==> src/rtl/sync_framed_packet_checker_crc16_unit_defines.svh <==
// Assertion helpers shared by the checker RTL.
// Each helper expects signals named clk and rst_n in the using module.
`ifndef SYNC_FRAMED_PACKET_CHECKER_CRC16_UNIT_DEFINES_SVH
`define SYNC_FRAMED_PACKET_CHECKER_CRC16_UNIT_DEFINES_SVH

// Same-cycle implication.
`define SFPC_ASSERT_NOW(label, ante, cons, msg) \
  label: assert property (@(posedge clk) disable iff (!rst_n) (ante) |-> (cons)) \
    else $error(msg);

// Next-cycle implication.
`define SFPC_ASSERT_NEXT(label, ante, cons, msg) \
  label: assert property (@(posedge clk) disable iff (!rst_n) (ante) |=> (cons)) \
    else $error(msg);

`endif

==> src/rtl/sfpc_pkg.sv <==
package sfpc_pkg;

  localparam logic [7:0]  SYNC_FIRST     = 8'h55;
  localparam logic [7:0]  SYNC_SECOND    = 8'hAA;
  localparam logic [15:0] CRC_INIT       = 16'hFFFF;
  localparam logic [15:0] CRC_POLY       = 16'hA001;
  localparam logic [8:0]  HDR_AFTER_LEN  = 9'd5;
  localparam logic [7:0]  LEN_MIN        = 8'd4;
  localparam logic [7:0]  LENGTH_LIMIT   = 8'd30;
  localparam logic [7:0]  COUNT_MAX      = 8'd255;

  // Packet offsets of the header and captured fields
  localparam logic [7:0] OFS_SYNC1  = 8'd0;
  localparam logic [7:0] OFS_SYNC2  = 8'd1;
  localparam logic [7:0] OFS_LEN    = 8'd2;
  localparam logic [7:0] OFS_SRC_HI = 8'd3;
  localparam logic [7:0] OFS_SRC_LO = 8'd4;
  localparam logic [7:0] OFS_TYPE   = 8'd5;
  localparam logic [7:0] OFS_STATE  = 8'd6;
  localparam logic [7:0] OFS_CMD    = 8'd7;
  localparam logic [7:0] OFS_ARG    = 8'd8;

  // Configuration register indexes
  localparam logic [1:0] CFG_SRC_HI    = 2'd0;
  localparam logic [1:0] CFG_SRC_LO    = 2'd1;
  localparam logic [1:0] CFG_MIN_BYTES = 2'd2;

  localparam logic [7:0] CFG_SRC_HI_RST    = 8'd0;
  localparam logic [7:0] CFG_SRC_LO_RST    = 8'd1;
  localparam logic [7:0] CFG_MIN_BYTES_RST = 8'd9;

  typedef enum logic [2:0] {
    ST_OK        = 3'd0,
    ST_SHORT     = 3'd1,
    ST_BAD_SYNC1 = 3'd2,
    ST_BAD_SYNC2 = 3'd3,
    ST_BAD_LEN   = 3'd4,
    ST_TRUNC     = 3'd5,
    ST_BAD_SRC   = 3'd6,
    ST_BAD_CRC   = 3'd7
  } status_t;

  typedef struct packed {
    logic [7:0] src_hi;
    logic [7:0] src_lo;
    logic [7:0] min_bytes;
  } cfg_t;

  typedef struct packed {
    status_t    status;
    logic [7:0] ftype;
    logic [7:0] fstate;
    logic [7:0] cmd;
    logic [7:0] arg;
    logic [4:0] len;
  } result_t;

endpackage

==> src/rtl/sfpc_crc_step.sv <==
// One byte of CRC-16/MODBUS (reflected, poly 0xA001), unrolled over 8 bits.
module sfpc_crc_step (
  input  logic [15:0] crc_in,
  input  logic [7:0]  data_in,
  output logic [15:0] crc_out
);

  always_comb begin
    logic [15:0] c;
    c = crc_in ^ {8'h00, data_in};
    for (int k = 0; k < 8; k++) begin
      if (c[0]) begin
        c = (c >> 1) ^ sfpc_pkg::CRC_POLY;
      end else begin
        c = c >> 1;
      end
    end
    crc_out = c;
  end

endmodule

==> src/rtl/sfpc_frame_tracker.sv <==
// Per-packet state and the end-of-packet verdict.
module sfpc_frame_tracker (
  input  logic              clk,
  input  logic              rst_n,
  input  logic              step_en,
  input  logic [7:0]        data_byte,
  input  logic              last_byte,
  input  sfpc_pkg::cfg_t    cfg,
  output sfpc_pkg::result_t result
);

  logic [7:0]  cnt_r, cnt_nxt;
  logic        sync1_r, sync1_nxt;
  logic        sync2_r, sync2_nxt;
  logic [7:0]  len_r, len_nxt;
  logic [15:0] crc_r, crc_nxt;
  logic        src_r, src_nxt;
  logic [7:0]  type_r, type_nxt;
  logic [7:0]  state_r, state_nxt;
  logic [7:0]  cmd_r, cmd_nxt;
  logic [7:0]  arg_r, arg_nxt;
  logic [15:0] rx_crc_r, rx_crc_nxt;

  logic [15:0] crc_step;
  logic        in_payload;
  logic        len_ok;
  logic [8:0]  pos_w;

  sfpc_crc_step u_crc (
    .crc_in  (crc_r),
    .data_in (data_byte),
    .crc_out (crc_step)
  );

  always_comb begin
    pos_w     = {1'b0, cnt_r};
    sync1_nxt = (cnt_r == sfpc_pkg::OFS_SYNC1) ? (data_byte == sfpc_pkg::SYNC_FIRST) : sync1_r;
    sync2_nxt = (cnt_r == sfpc_pkg::OFS_SYNC2) ? (data_byte == sfpc_pkg::SYNC_SECOND) : sync2_r;
    len_nxt   = (cnt_r == sfpc_pkg::OFS_LEN) ? data_byte : len_r;
    src_nxt   = src_r;
    if (cnt_r == sfpc_pkg::OFS_SRC_HI) begin
      src_nxt = (data_byte == cfg.src_hi);
    end else if (cnt_r == sfpc_pkg::OFS_SRC_LO) begin
      src_nxt = src_r && (data_byte == cfg.src_lo);
    end

    // Payload covers the length byte and the L bytes after it
    in_payload = (cnt_r >= sfpc_pkg::OFS_LEN) && ((cnt_r - sfpc_pkg::OFS_LEN) <= len_nxt);

    crc_nxt    = crc_r;
    type_nxt   = type_r;
    state_nxt  = state_r;
    cmd_nxt    = cmd_r;
    arg_nxt    = arg_r;
    rx_crc_nxt = rx_crc_r;
    if (in_payload) begin
      crc_nxt = crc_step;
      if (cnt_r == sfpc_pkg::OFS_TYPE) begin
        type_nxt = data_byte;
      end else if (cnt_r == sfpc_pkg::OFS_STATE) begin
        state_nxt = data_byte;
      end else if (cnt_r == sfpc_pkg::OFS_CMD) begin
        cmd_nxt = data_byte;
      end else if (cnt_r == sfpc_pkg::OFS_ARG) begin
        arg_nxt = data_byte;
      end
    end else if ((cnt_r >= sfpc_pkg::OFS_LEN) && (pos_w == {1'b0, len_nxt} + 9'd3)) begin
      rx_crc_nxt = {data_byte, 8'h00};
    end else if ((cnt_r >= sfpc_pkg::OFS_LEN) && (pos_w == {1'b0, len_nxt} + 9'd4)) begin
      rx_crc_nxt = {rx_crc_r[15:8], data_byte};
    end

    // Saturate the byte count
    cnt_nxt = (cnt_r == sfpc_pkg::COUNT_MAX) ? cnt_r : cnt_r + 8'd1;

    len_ok = (len_nxt >= sfpc_pkg::LEN_MIN) && (len_nxt < sfpc_pkg::LENGTH_LIMIT);

    if (cnt_nxt < cfg.min_bytes) begin
      result.status = sfpc_pkg::ST_SHORT;
    end else if (!sync1_nxt) begin
      result.status = sfpc_pkg::ST_BAD_SYNC1;
    end else if (!sync2_nxt) begin
      result.status = sfpc_pkg::ST_BAD_SYNC2;
    end else if (!len_ok) begin
      result.status = sfpc_pkg::ST_BAD_LEN;
    end else if ({1'b0, cnt_nxt} < ({1'b0, len_nxt} + sfpc_pkg::HDR_AFTER_LEN)) begin
      result.status = sfpc_pkg::ST_TRUNC;
    end else if (!src_nxt) begin
      result.status = sfpc_pkg::ST_BAD_SRC;
    end else if (crc_nxt != rx_crc_nxt) begin
      result.status = sfpc_pkg::ST_BAD_CRC;
    end else begin
      result.status = sfpc_pkg::ST_OK;
    end

    if (result.status == sfpc_pkg::ST_OK) begin
      result.ftype  = type_nxt;
      result.fstate = state_nxt;
      result.cmd    = cmd_nxt;
      result.arg    = arg_nxt;
      result.len    = len_nxt[4:0];
    end else begin
      result.ftype  = 8'd0;
      result.fstate = 8'd0;
      result.cmd    = 8'd0;
      result.arg    = 8'd0;
      result.len    = 5'd0;
    end
  end

  // Drop all packet state on reset and after the last byte
  always_ff @(posedge clk) begin
    if (!rst_n || (step_en && last_byte)) begin
      cnt_r    <= 8'd0;
      sync1_r  <= 1'b0;
      sync2_r  <= 1'b0;
      len_r    <= 8'd0;
      crc_r    <= sfpc_pkg::CRC_INIT;
      src_r    <= 1'b0;
      type_r   <= 8'd0;
      state_r  <= 8'd0;
      cmd_r    <= 8'd0;
      arg_r    <= 8'd0;
      rx_crc_r <= 16'd0;
    end else if (step_en) begin
      cnt_r    <= cnt_nxt;
      sync1_r  <= sync1_nxt;
      sync2_r  <= sync2_nxt;
      len_r    <= len_nxt;
      crc_r    <= crc_nxt;
      src_r    <= src_nxt;
      type_r   <= type_nxt;
      state_r  <= state_nxt;
      cmd_r    <= cmd_nxt;
      arg_r    <= arg_nxt;
      rx_crc_r <= rx_crc_nxt;
    end
  end

endmodule

==> src/rtl/sync_framed_packet_checker_crc16_unit.sv <==
// Framed packet checker with on-the-fly CRC-16/MODBUS. Feed one received
// packet word per cycle on in_data_byte, with in_last_byte high on the final
// word. Each word lands in an input register and is checked from there by a
// single pass: the byte-wide CRC step, the header/source checks and the
// status priority chain. One result per packet is loaded into the out_
// register as the final word leaves the input register, which it does as
// soon as the result slot is free. Throughput is one word per cycle, set by
// the unrolled 8-bit CRC step; the only stall is a final word meeting a
// result that has not been taken. Fields of a failed packet read as zero.
// Configuration writes (source ID high/low, minimum packet size) take
// effect at once and belong only between packets.
`include "sync_framed_packet_checker_crc16_unit_defines.svh"

module sync_framed_packet_checker_crc16_unit (
  input  logic       clk,
  input  logic       rst_n,
  // Input channel
  input  logic       in_valid,
  output logic       in_ready,
  input  logic [7:0] in_data_byte,
  input  logic       in_last_byte,
  // Result channel
  output logic       out_valid,
  input  logic       out_ready,
  output logic [2:0] out_frame_status,
  output logic [7:0] out_frame_type,
  output logic [7:0] out_frame_state,
  output logic [7:0] out_command_code,
  output logic [7:0] out_command_argument,
  output logic [4:0] out_payload_length,
  // Configuration port
  input  logic       cfg_wr_en,
  input  logic [1:0] cfg_index,
  input  logic [7:0] cfg_wr_data
);

  sfpc_pkg::cfg_t    cfg_r;
  sfpc_pkg::result_t res_w;
  sfpc_pkg::result_t out_res_r;

  logic       s1_valid_r;
  logic [7:0] s1_data_r;
  logic       s1_last_r;
  logic       out_valid_r;
  logic       out_free;
  logic       advance;

  // Register writes; unknown indexes are dropped
  always_ff @(posedge clk) begin
    if (!rst_n) begin
      cfg_r.src_hi    <= sfpc_pkg::CFG_SRC_HI_RST;
      cfg_r.src_lo    <= sfpc_pkg::CFG_SRC_LO_RST;
      cfg_r.min_bytes <= sfpc_pkg::CFG_MIN_BYTES_RST;
    end else if (cfg_wr_en) begin
      unique case (cfg_index)
        sfpc_pkg::CFG_SRC_HI:    cfg_r.src_hi    <= cfg_wr_data;
        sfpc_pkg::CFG_SRC_LO:    cfg_r.src_lo    <= cfg_wr_data;
        sfpc_pkg::CFG_MIN_BYTES: cfg_r.min_bytes <= cfg_wr_data;
        default: ;
      endcase
    end
  end

  // A final word needs a free result slot; other words always advance
  assign out_free = !out_valid_r || out_ready;
  assign advance  = s1_valid_r && (!s1_last_r || out_free);
  assign in_ready = !s1_valid_r || advance;

  // Input register
  always_ff @(posedge clk) begin
    if (!rst_n) begin
      s1_valid_r <= 1'b0;
    end else if (in_ready) begin
      s1_valid_r <= in_valid;
    end
  end

  always_ff @(posedge clk) begin
    if (in_ready && in_valid) begin
      s1_data_r <= in_data_byte;
      s1_last_r <= in_last_byte;
    end
  end

  sfpc_frame_tracker u_tracker (
    .clk       (clk),
    .rst_n     (rst_n),
    .step_en   (advance),
    .data_byte (s1_data_r),
    .last_byte (s1_last_r),
    .cfg       (cfg_r),
    .result    (res_w)
  );

  // Result register: load on a final word, hold until taken
  always_ff @(posedge clk) begin
    if (!rst_n) begin
      out_valid_r <= 1'b0;
    end else if (advance && s1_last_r) begin
      out_valid_r <= 1'b1;
    end else if (out_ready) begin
      out_valid_r <= 1'b0;
    end
  end

  always_ff @(posedge clk) begin
    if (advance && s1_last_r) begin
      out_res_r <= res_w;
    end
  end

  assign out_valid            = out_valid_r;
  assign out_frame_status     = out_res_r.status;
  assign out_frame_type       = out_res_r.ftype;
  assign out_frame_state      = out_res_r.fstate;
  assign out_command_code     = out_res_r.cmd;
  assign out_command_argument = out_res_r.arg;
  assign out_payload_length   = out_res_r.len;

  `SFPC_ASSERT_NEXT(a_last_gives_result, advance && s1_last_r, out_valid_r,
                    "final word did not produce a result")
  `SFPC_ASSERT_NOW(a_mid_word_no_stall, s1_valid_r && !s1_last_r, advance,
                   "non-final word stalled")
  `SFPC_ASSERT_NOW(a_ok_len_in_range,
                   out_valid_r && (out_res_r.status == sfpc_pkg::ST_OK),
                   out_res_r.len >= 5'd4,
                   "ok result with length below minimum")
  `SFPC_ASSERT_NOW(a_bad_fields_zero,
                   out_valid_r && (out_res_r.status != sfpc_pkg::ST_OK),
                   (out_res_r.ftype == 8'd0) && (out_res_r.len == 5'd0),
                   "failed packet carries nonzero fields")

endmodule

==> config.mk <==
export PLATFORM = sky130hd
export DESIGN_NAME = sync_framed_packet_checker_crc16_unit
export DESIGN_NICKNAME = d
export VERILOG_FILES = /design/src/rtl/sfpc_pkg.sv /design/src/rtl/sfpc_crc_step.sv /design/src/rtl/sfpc_frame_tracker.sv /design/src/rtl/sync_framed_packet_checker_crc16_unit.sv
export VERILOG_INCLUDE_DIRS = /design/src /design/src/rtl
export SDC_FILE = /design/constraint.sdc
export NUM_CORES = 1
export LEC_CHECK = 0
export BUFFER_PORTS_ARGS = -buffer_cell sky130_fd_sc_hd__buf_2
export CELL_PAD_IN_SITES_DETAIL_PLACEMENT = 2
export CELL_PAD_IN_SITES_GLOBAL_PLACEMENT = 2
export CORE_ASPECT_RATIO = 1.4
export CORE_MARGIN = 1
export CORE_UTILIZATION = 38
export CTS_CLUSTER_DIAMETER = 150
export DETAILED_ROUTE_END_ITERATION = 8
export PLACE_DENSITY_LB_ADDON = 0.25
export SYNTH_ARGS = -nofsm -noshare
export SYNTH_HDL_FRONTEND = slang
export SYNTH_SLANG_ARGS = --single-unit
export TNS_END_PERCENT = 20
==> constraint.sdc <==
create_clock -name clk -period 6.1 [get_ports clk]
set_clock_uncertainty 0.15 [all_clocks]
set_input_delay 1.22 -clock clk [delete_from_list [all_inputs] [get_ports clk]]
set_output_delay 1.22 -clock clk [all_outputs]
set_load 0.01 [all_outputs]
# Word level (Yosys, flattened, before mapping)
# Cells that the tools add are included.
[op_classes]
add_sub_neg = 5
magnitude_cmp = 6
n_eq_ne = 18
mux = 41
bitwise_logic = 9
n_reduce_logical = 23
[op_table]
columns = ["op", "count"]
rows = [
  ["16-bit 2-to-1 mux", 11],
  ["8-bit 2-to-1 mux", 17],
  ["8-bit by 3-bit == test with 1-bit output, second input constant", 4],
  ["2-bit NOT with 3-bit output", 8],
  ["3-bit 2-to-1 mux", 7],
  ["8-bit by 3-bit adder with 9-bit output, second input constant", 2],
  ["8-bit by 9-bit == test with 1-bit output", 2],
  ["8-bit by 2-bit == test with 1-bit output, second input constant", 2],
  ["8-bit == test", 2],
  ["8-bit == test, second input constant", 2],
  ["16-bit inequality test", 1],
  ["16-bit by 8-bit bitwise XOR with 16-bit output", 1],
  ["8-bit by 2-bit adder with 9-bit output, second input constant", 1],
  ["8-bit by 9-bit less-than comparator with 1-bit output", 1],
  ["8-bit by 1-bit adder with 8-bit output, second input constant", 1],
  ["8-bit by 1-bit == test with 1-bit output, second input constant", 1],
  ["8-bit by 4-bit == test with 1-bit output, second input constant", 1],
  ["8-bit by 7-bit == test with 1-bit output, second input constant", 1],
  ["8-bit by 2-bit greater-or-equal comparator with 1-bit output, second input constant", 1],
  ["8-bit by 3-bit greater-or-equal comparator with 1-bit output, second input constant", 1],
  ["8-bit less-or-equal comparator", 1],
  ["1-bit logical AND", 8],
  ["8-bit zero test", 1],
  ["8-bit by 5-bit less-than comparator with 1-bit output, second input constant", 1],
  ["11 further kinds", 24],
]
[totals]
register_bits = 158
output_inout_bits = 42
elab_cells = 126

# Logic depth before layout (Yosys ltp)
[depth]
depth_word = 27
depth_mapped = 23
ltp_nobuf = 19

# Hierarchy
# From an unflattened synthesis, not the netlist that was laid out.
[unflattened]
cells_unflattened = 1059
area_unflattened_um2 = 9560.4
[modules_own_cells]
columns = ["module", "instances", "cells_each", "area_each_um2"]
rows = [
  ["sfpc_frame_tracker", 1, 876, 6762.7],
  ["sync_framed_packet_checker_crc16_unit", 1, 154, 2513.7],
  ["sfpc_crc_step", 1, 29, 284.0],
]

# Least setup slack after synthesis
# OpenSTA, ideal clock, no wires.
[synth_path]
path_type = "reg-to-reg"
start = "register u_tracker.cnt_r[0]"
end = "register out_res_r (netlist bit out_frame_state[3]) (data pin)"
setup_ps = 152
arrival_time_ps = 5212
t_required_ps = 5798
setup_slack_ps = 587
path_stages_with_launch = 22
n_path_buf = 3
cell_sequence = "dfxtp_1 inv_1 ha_1 or3b_2 buf_2 o21ai_0 a21boi_1 inv_1 ha_1 nand3_1 a21oi_1 a21o_1 a2111o_1 a2111oi_4 a21oi_2 a31o_1 o32a_1 a2111oi_4 nand4_1 buf_2 buf_6 nor3_2"
[synth_between]
elab_chain_len = 17
[synth_rtl]
columns = ["item", "line", "text"]
rows = [
  ["from (decl)", "sfpc_frame_tracker.sv:12", "logic [7:0] cnt_r, cnt_nxt;"],
  ["from (signal assigned)", "sfpc_frame_tracker.sv:126", "cnt_r <= cnt_nxt;"],
  ["8-bit by 2-bit == test with 1-bit output *", "sfpc_frame_tracker.sv:39", "len_nxt = (cnt_r == sfpc_pkg::OFS_LEN) ? data_byte : len_r;"],
  ["8-bit 2-to-1 mux *", "sfpc_frame_tracker.sv:39", ""],
  ["net u_tracker.len_nxt[2]", "sfpc_frame_tracker.sv:15", "logic [7:0] len_r, len_nxt;"],
  ["8-bit by 3-bit adder with 9-bit output", "sfpc_frame_tracker.sv:69", "end else if ((cnt_r >= sfpc_pkg::OFS_LEN) && (pos_w == {1'b0, len_nxt} + 9'd4)) begin"],
  ["8-bit by 9-bit == test with 1-bit output", "sfpc_frame_tracker.sv:69", ""],
  ["1-bit logical AND", "sfpc_frame_tracker.sv:69", ""],
  ["8-bit 2-to-1 mux", "sfpc_frame_tracker.sv:69", ""],
  ["16-bit 2-to-1 mux", "sfpc_frame_tracker.sv:67", "end else if ((cnt_r >= sfpc_pkg::OFS_LEN) && (pos_w == {1'b0, len_nxt} + 9'd3)) begin"],
  ["[2 not listed]", "-", ""],
  ["3-bit 2-to-1 mux", "sfpc_frame_tracker.sv:90", "end else if (crc_nxt != rx_crc_nxt) begin"],
  ["3-bit 2-to-1 mux", "sfpc_frame_tracker.sv:88", "end else if (!src_nxt) begin"],
  ["3-bit 2-to-1 mux", "sfpc_frame_tracker.sv:86", "end else if ({1'b0, cnt_nxt} < ({1'b0, len_nxt} + sfpc_pkg::HDR_AFTER_LEN)) begin"],
  ["3-bit 2-to-1 mux", "sfpc_frame_tracker.sv:84", "end else if (!len_ok) begin"],
  ["3-bit 2-to-1 mux", "sfpc_frame_tracker.sv:82", "end else if (!sync2_nxt) begin"],
  ["3-bit 2-to-1 mux", "sfpc_frame_tracker.sv:80", "end else if (!sync1_nxt) begin"],
  ["3-bit 2-to-1 mux", "sfpc_frame_tracker.sv:78", "if (cnt_nxt < cfg.min_bytes) begin"],
  ["3-bit zero test", "sfpc_frame_tracker.sv:96", "if (result.status == sfpc_pkg::ST_OK) begin"],
  ["to (signal assigned)", "sync_framed_packet_checker_crc16_unit.sv:108", "out_res_r <= res_w;"],
  ["to (decl)", "sync_framed_packet_checker_crc16_unit.sv:39", "sfpc_pkg::result_t out_res_r;"],
]
# The timed path passes the listed nets; every way through them passes the cells marked *.
# A chain may end at the register's enable or synchronous reset.

# Final worst setup path
[layout_path]
start = "register u_tracker.cnt_r[0]"
end = "register out_res_r (netlist bit out_command_argument[2]) (data pin)"
# The elaborated chain is that of the path after synthesis.

==> impl_metrics.json <==
{
  "status": "finished, final reports clean",
  "syn_area_um2": 9440,
  "yosys_warnings": 0,
  "async_flop_share": 0,
  "yosys.area.top_type": "dfxtp_1",
  "core_area_um2": 24100,
  "hold_depth": 2,
  "clk_latency_ns": 0.45,
  "cp-endpoint": "out_command_argument[2]$_SDFFCE_PP0P_",
  "syn_avg_cell_area_um2": 9.06,
  "crit_arrival_ns": 5.89,
  "path_max_fanout": 38,
  "r2r_cells": 20,
  "holdBufCountCts": 0,
  "synth_seq_cells": 158,
  "syn_inst": 1042,
  "start_util": 0.391,
  "pin_count": 66,
  "critPathBufInv": 4,
  "cts_max_level": 4,
  "drv_cap": 0,
  "crit_cells": 20,
  "grt_max_degree": 69,
  "portBuffers": 65,
  "ant_nets": 0,
  "finalWirelength_mm": 34.5,
  "hold_viol": 0,
  "cts_made_buffers": 17,
  "cp-end-kind": "flop",
  "r2r-end": "out_command_argument[2]$_SDFFCE_PP0P_",
  "synth_area_leaders": "dfxtp_1, edfxtp_1, mux2i_1, xnor2_1, ha_1",
  "die_h_um": 189,
  "tritoncts": "done",
  "slew-limit-headroom": 0.289,
  "startpoint": "u_tracker.cnt_r[0]$_SDFFE_PP0P_",
  "p_per_area_nw_per_um2": 240,
  "wl_per_cell_um": 24.4,
  "reg2reg_slack_ns": 0.33,
  "p_leak_nw": 3.88,
  "grt_pass1_wl_mm": 53.0,
  "seq_area_frac_synth": 0.387,
  "hold_slack_ns": 0.311,
  "cp_data_required_time_ns": 6.22,
  "max_freq_mhz": 173,
  "fin_crit_ns": 5.77,
  "nets": 1147,
  "dr.pass1.iters": 4,
  "synth_edf_count": 49,
  "path_cells": "inv_1, ha_2, or3b_4, o21ai_0, a21boi_1, inv_1, ha_1, nand3_1, a21oi_1, a21o_1, a2111o_1, a2111oi_4, buf_6, a21oi_2, a31o_1, o32a_1, a2111oi_4, nand4_1, buf_6, nor3_1",
  "slowest_stage": "or3b_4",
  "period_share": 0.946,
  "core.rowCount": 67,
  "dominantRegCellSynth": "dfxtp_1",
  "clock_path_buffers": 2,
  "tightest_slew_ns": 1.06,
  "slew_violations": 0,
  "dr.first_iter.drc_count": 393,
  "grt_pass1_vias": 9030,
  "setup_viol": 0,
  "rsz0062_at_grt": "false",
  "hpwl_mm": 24.2,
  "area_growth_pct": 13.8,
  "power_mw": 2.58,
  "antenna-diode-count": 0,
  "setup.worst_path.class": "flop to flop",
  "synth_cell_types": 76,
  "vias": 8376,
  "grt_use_total": 0.279,
  "synth.top_cell.area_share": 0.231,
  "antenna_found_initial": 0,
  "ir_worst_vdd_v": 0.000209,
  "cts-root-buf": "clkbuf_16",
  "place_congestion": 0.886,
  "reg2reg_from": "u_tracker.cnt_r[0]$_SDFFE_PP0P_",
  "drc": 0,
  "die_w_um": 135,
  "crit_family": "compound AO/OA/AOI/OAI gates",
  "tns_ns": 0,
  "crit_path_start_kind": "flop",
  "clk_pin_slew_ns": 0.07,
  "viasPerCell": 5.92,
  "drive_above_1_share": 0.162,
  "cts_num_sinks": 158,
  "slowest_delay_ns": 0.48,
  "synth_nets": 1098,
  "die-area_um2": 25500,
  "min_path_type": "flop to flop",
  "grt_overflow": 0
}
report_power, final:
group / internal, mW / switching (mW) / total [mW]
clock: 0.583 / 0.462 / 1.04
sequential: 1.10 / 0.0247 / 1.13
combinational: 0.147 / 0.262 / 0.408
total: 1.83 / 0.748 / 2.58
state kept, by name, indices dropped and copies added, names as in the netlist, 3 cells and up:
name	flops
u_tracker.state_r	8
u_tracker.crc_r	16
u_tracker.cmd_r	8
out_frame_status	3
u_tracker.type_r	8
out_command_argument	8
s1_data_r	8
u_tracker.rx_crc_r	16
u_tracker.cnt_r	8
out_payload_length	5
cfg_r	24
u_tracker.arg_r	8
out_frame_type	8
out_frame_state	8
u_tracker.len_r	8
out_command_code	8
placed cells by master, fill, tap and decap left out, types with 7 or more instances in the layout:
master / instances
a22oi_1: 9
xor2_1: 22
nand4_1: 11
o21ai_0: 28
ha_1: 31
buf_2: 65
mux2i_1: 83
a21oi_1: 46
and3_1: 9
edfxtp_1: 49
buf_4: 39
a211oi_1: 15
nor2b_1: 34
nand2_1: 104
clkbuf_16: 17
nor2_1: 87
a21boi_0: 9
xnor2_1: 56
nor3_1: 32
nor4_1: 7
inv_1: 32
nor3_2: 23
nand3_1: 28
o21a_1: 7
nand2b_1: 7
o211ai_1: 13
dfxtp_1: 109
per-stage QoR:
stage	instances	area, µm²	util	setup WS (ns)
final	1414	10700	0.445	0.328
after global routing	1414	10700	0.445	0.0668
after CTS	1413	10700	0.443	0.0399
after detailed placement	1381	10100	0.420	0.0209
after global placement	1381	10100	0.420	0.146
after floorplan	1042	9440	-	0.587
worst min path at each step:
stage / start / endpoint
after floorplan: u_tracker.arg_r[0]$_SDFFE_PP0P_ / u_tracker.arg_r[0]$_SDFFE_PP0P_
final: u_tracker.arg_r[4]$_SDFFE_PP0P_ / u_tracker.arg_r[4]$_SDFFE_PP0P_
after global routing: u_tracker.arg_r[7]$_SDFFE_PP0P_ / u_tracker.arg_r[7]$_SDFFE_PP0P_
after detailed placement: u_tracker.arg_r[4]$_SDFFE_PP0P_ / u_tracker.arg_r[4]$_SDFFE_PP0P_
after global placement: u_tracker.type_r[3]$_SDFFE_PP0P_ / u_tracker.type_r[3]$_SDFFE_PP0P_
after CTS: u_tracker.arg_r[4]$_SDFFE_PP0P_ / u_tracker.arg_r[4]$_SDFFE_PP0P_
repair_timing:
action | in CTS | in global routing
gates resized for setup | 1 | 7
cloned | 0 | 0
hold endpoints to repair | 0 | 0
setup buffers | 0 | 1
setup endpoints to repair | 13 | 39
pin swaps | 0 | 1
per-layer routing:
metal  track usage  routed length, µm  part of all wire
met1         0.307              13600              0.39
met2         0.514              18600              0.54
met3        0.0312                747             0.022
met4         0.153               1610             0.047
met5             0                  0                 0
cell usage after synthesis, drive strengths merged, types with 11 or more instances:
cell and instances:
dfxtp 109, nand2 104, nor2 88, mux2i 83, clkbuf 58, xnor2 56, nor3 55, edfxtp 49
a21oi 47, nor2b 34, ha 32, inv 32, o21ai 32, nand3 28, xor2 22, buf 19
a211oi 16, o211ai 13, a21boi 12, nand4 11
cell type report:
type / instances / area (µm²)
fillers: 2662 / 13400
multi-input cells: 775 / 5360
flip-flops and latches: 158 / 3650
repair buffers: 107 / 661
clock buffers: 23 / 468
well taps: 310 / 388
inverters: 32 / 120
clock inverters: 9 / 88.8
worst min-delay path, stage by stage (launching register included):
cell and delay (ns):
dfxtp_1 0.31, nand2_1 0.05, a21oi_1 0.05
cells by family (layout without fill, tap and decap cells):
logic type,count (synthesis),in the layout,share of synthesized area
XOR/XNOR,80,80,0.0771
AND/OR/NAND/NOR,379,379,0.208
flip-flops,158,158,0.387
adder cells (fa/ha/maj),32,32,0.0424
multiplexers,84,84,0.0892
buffers and inverters,109,171,0.0476
AO/OA/AOI/OAI,200,200,0.149
No activity file was read; power rests on OpenSTA's default activity.
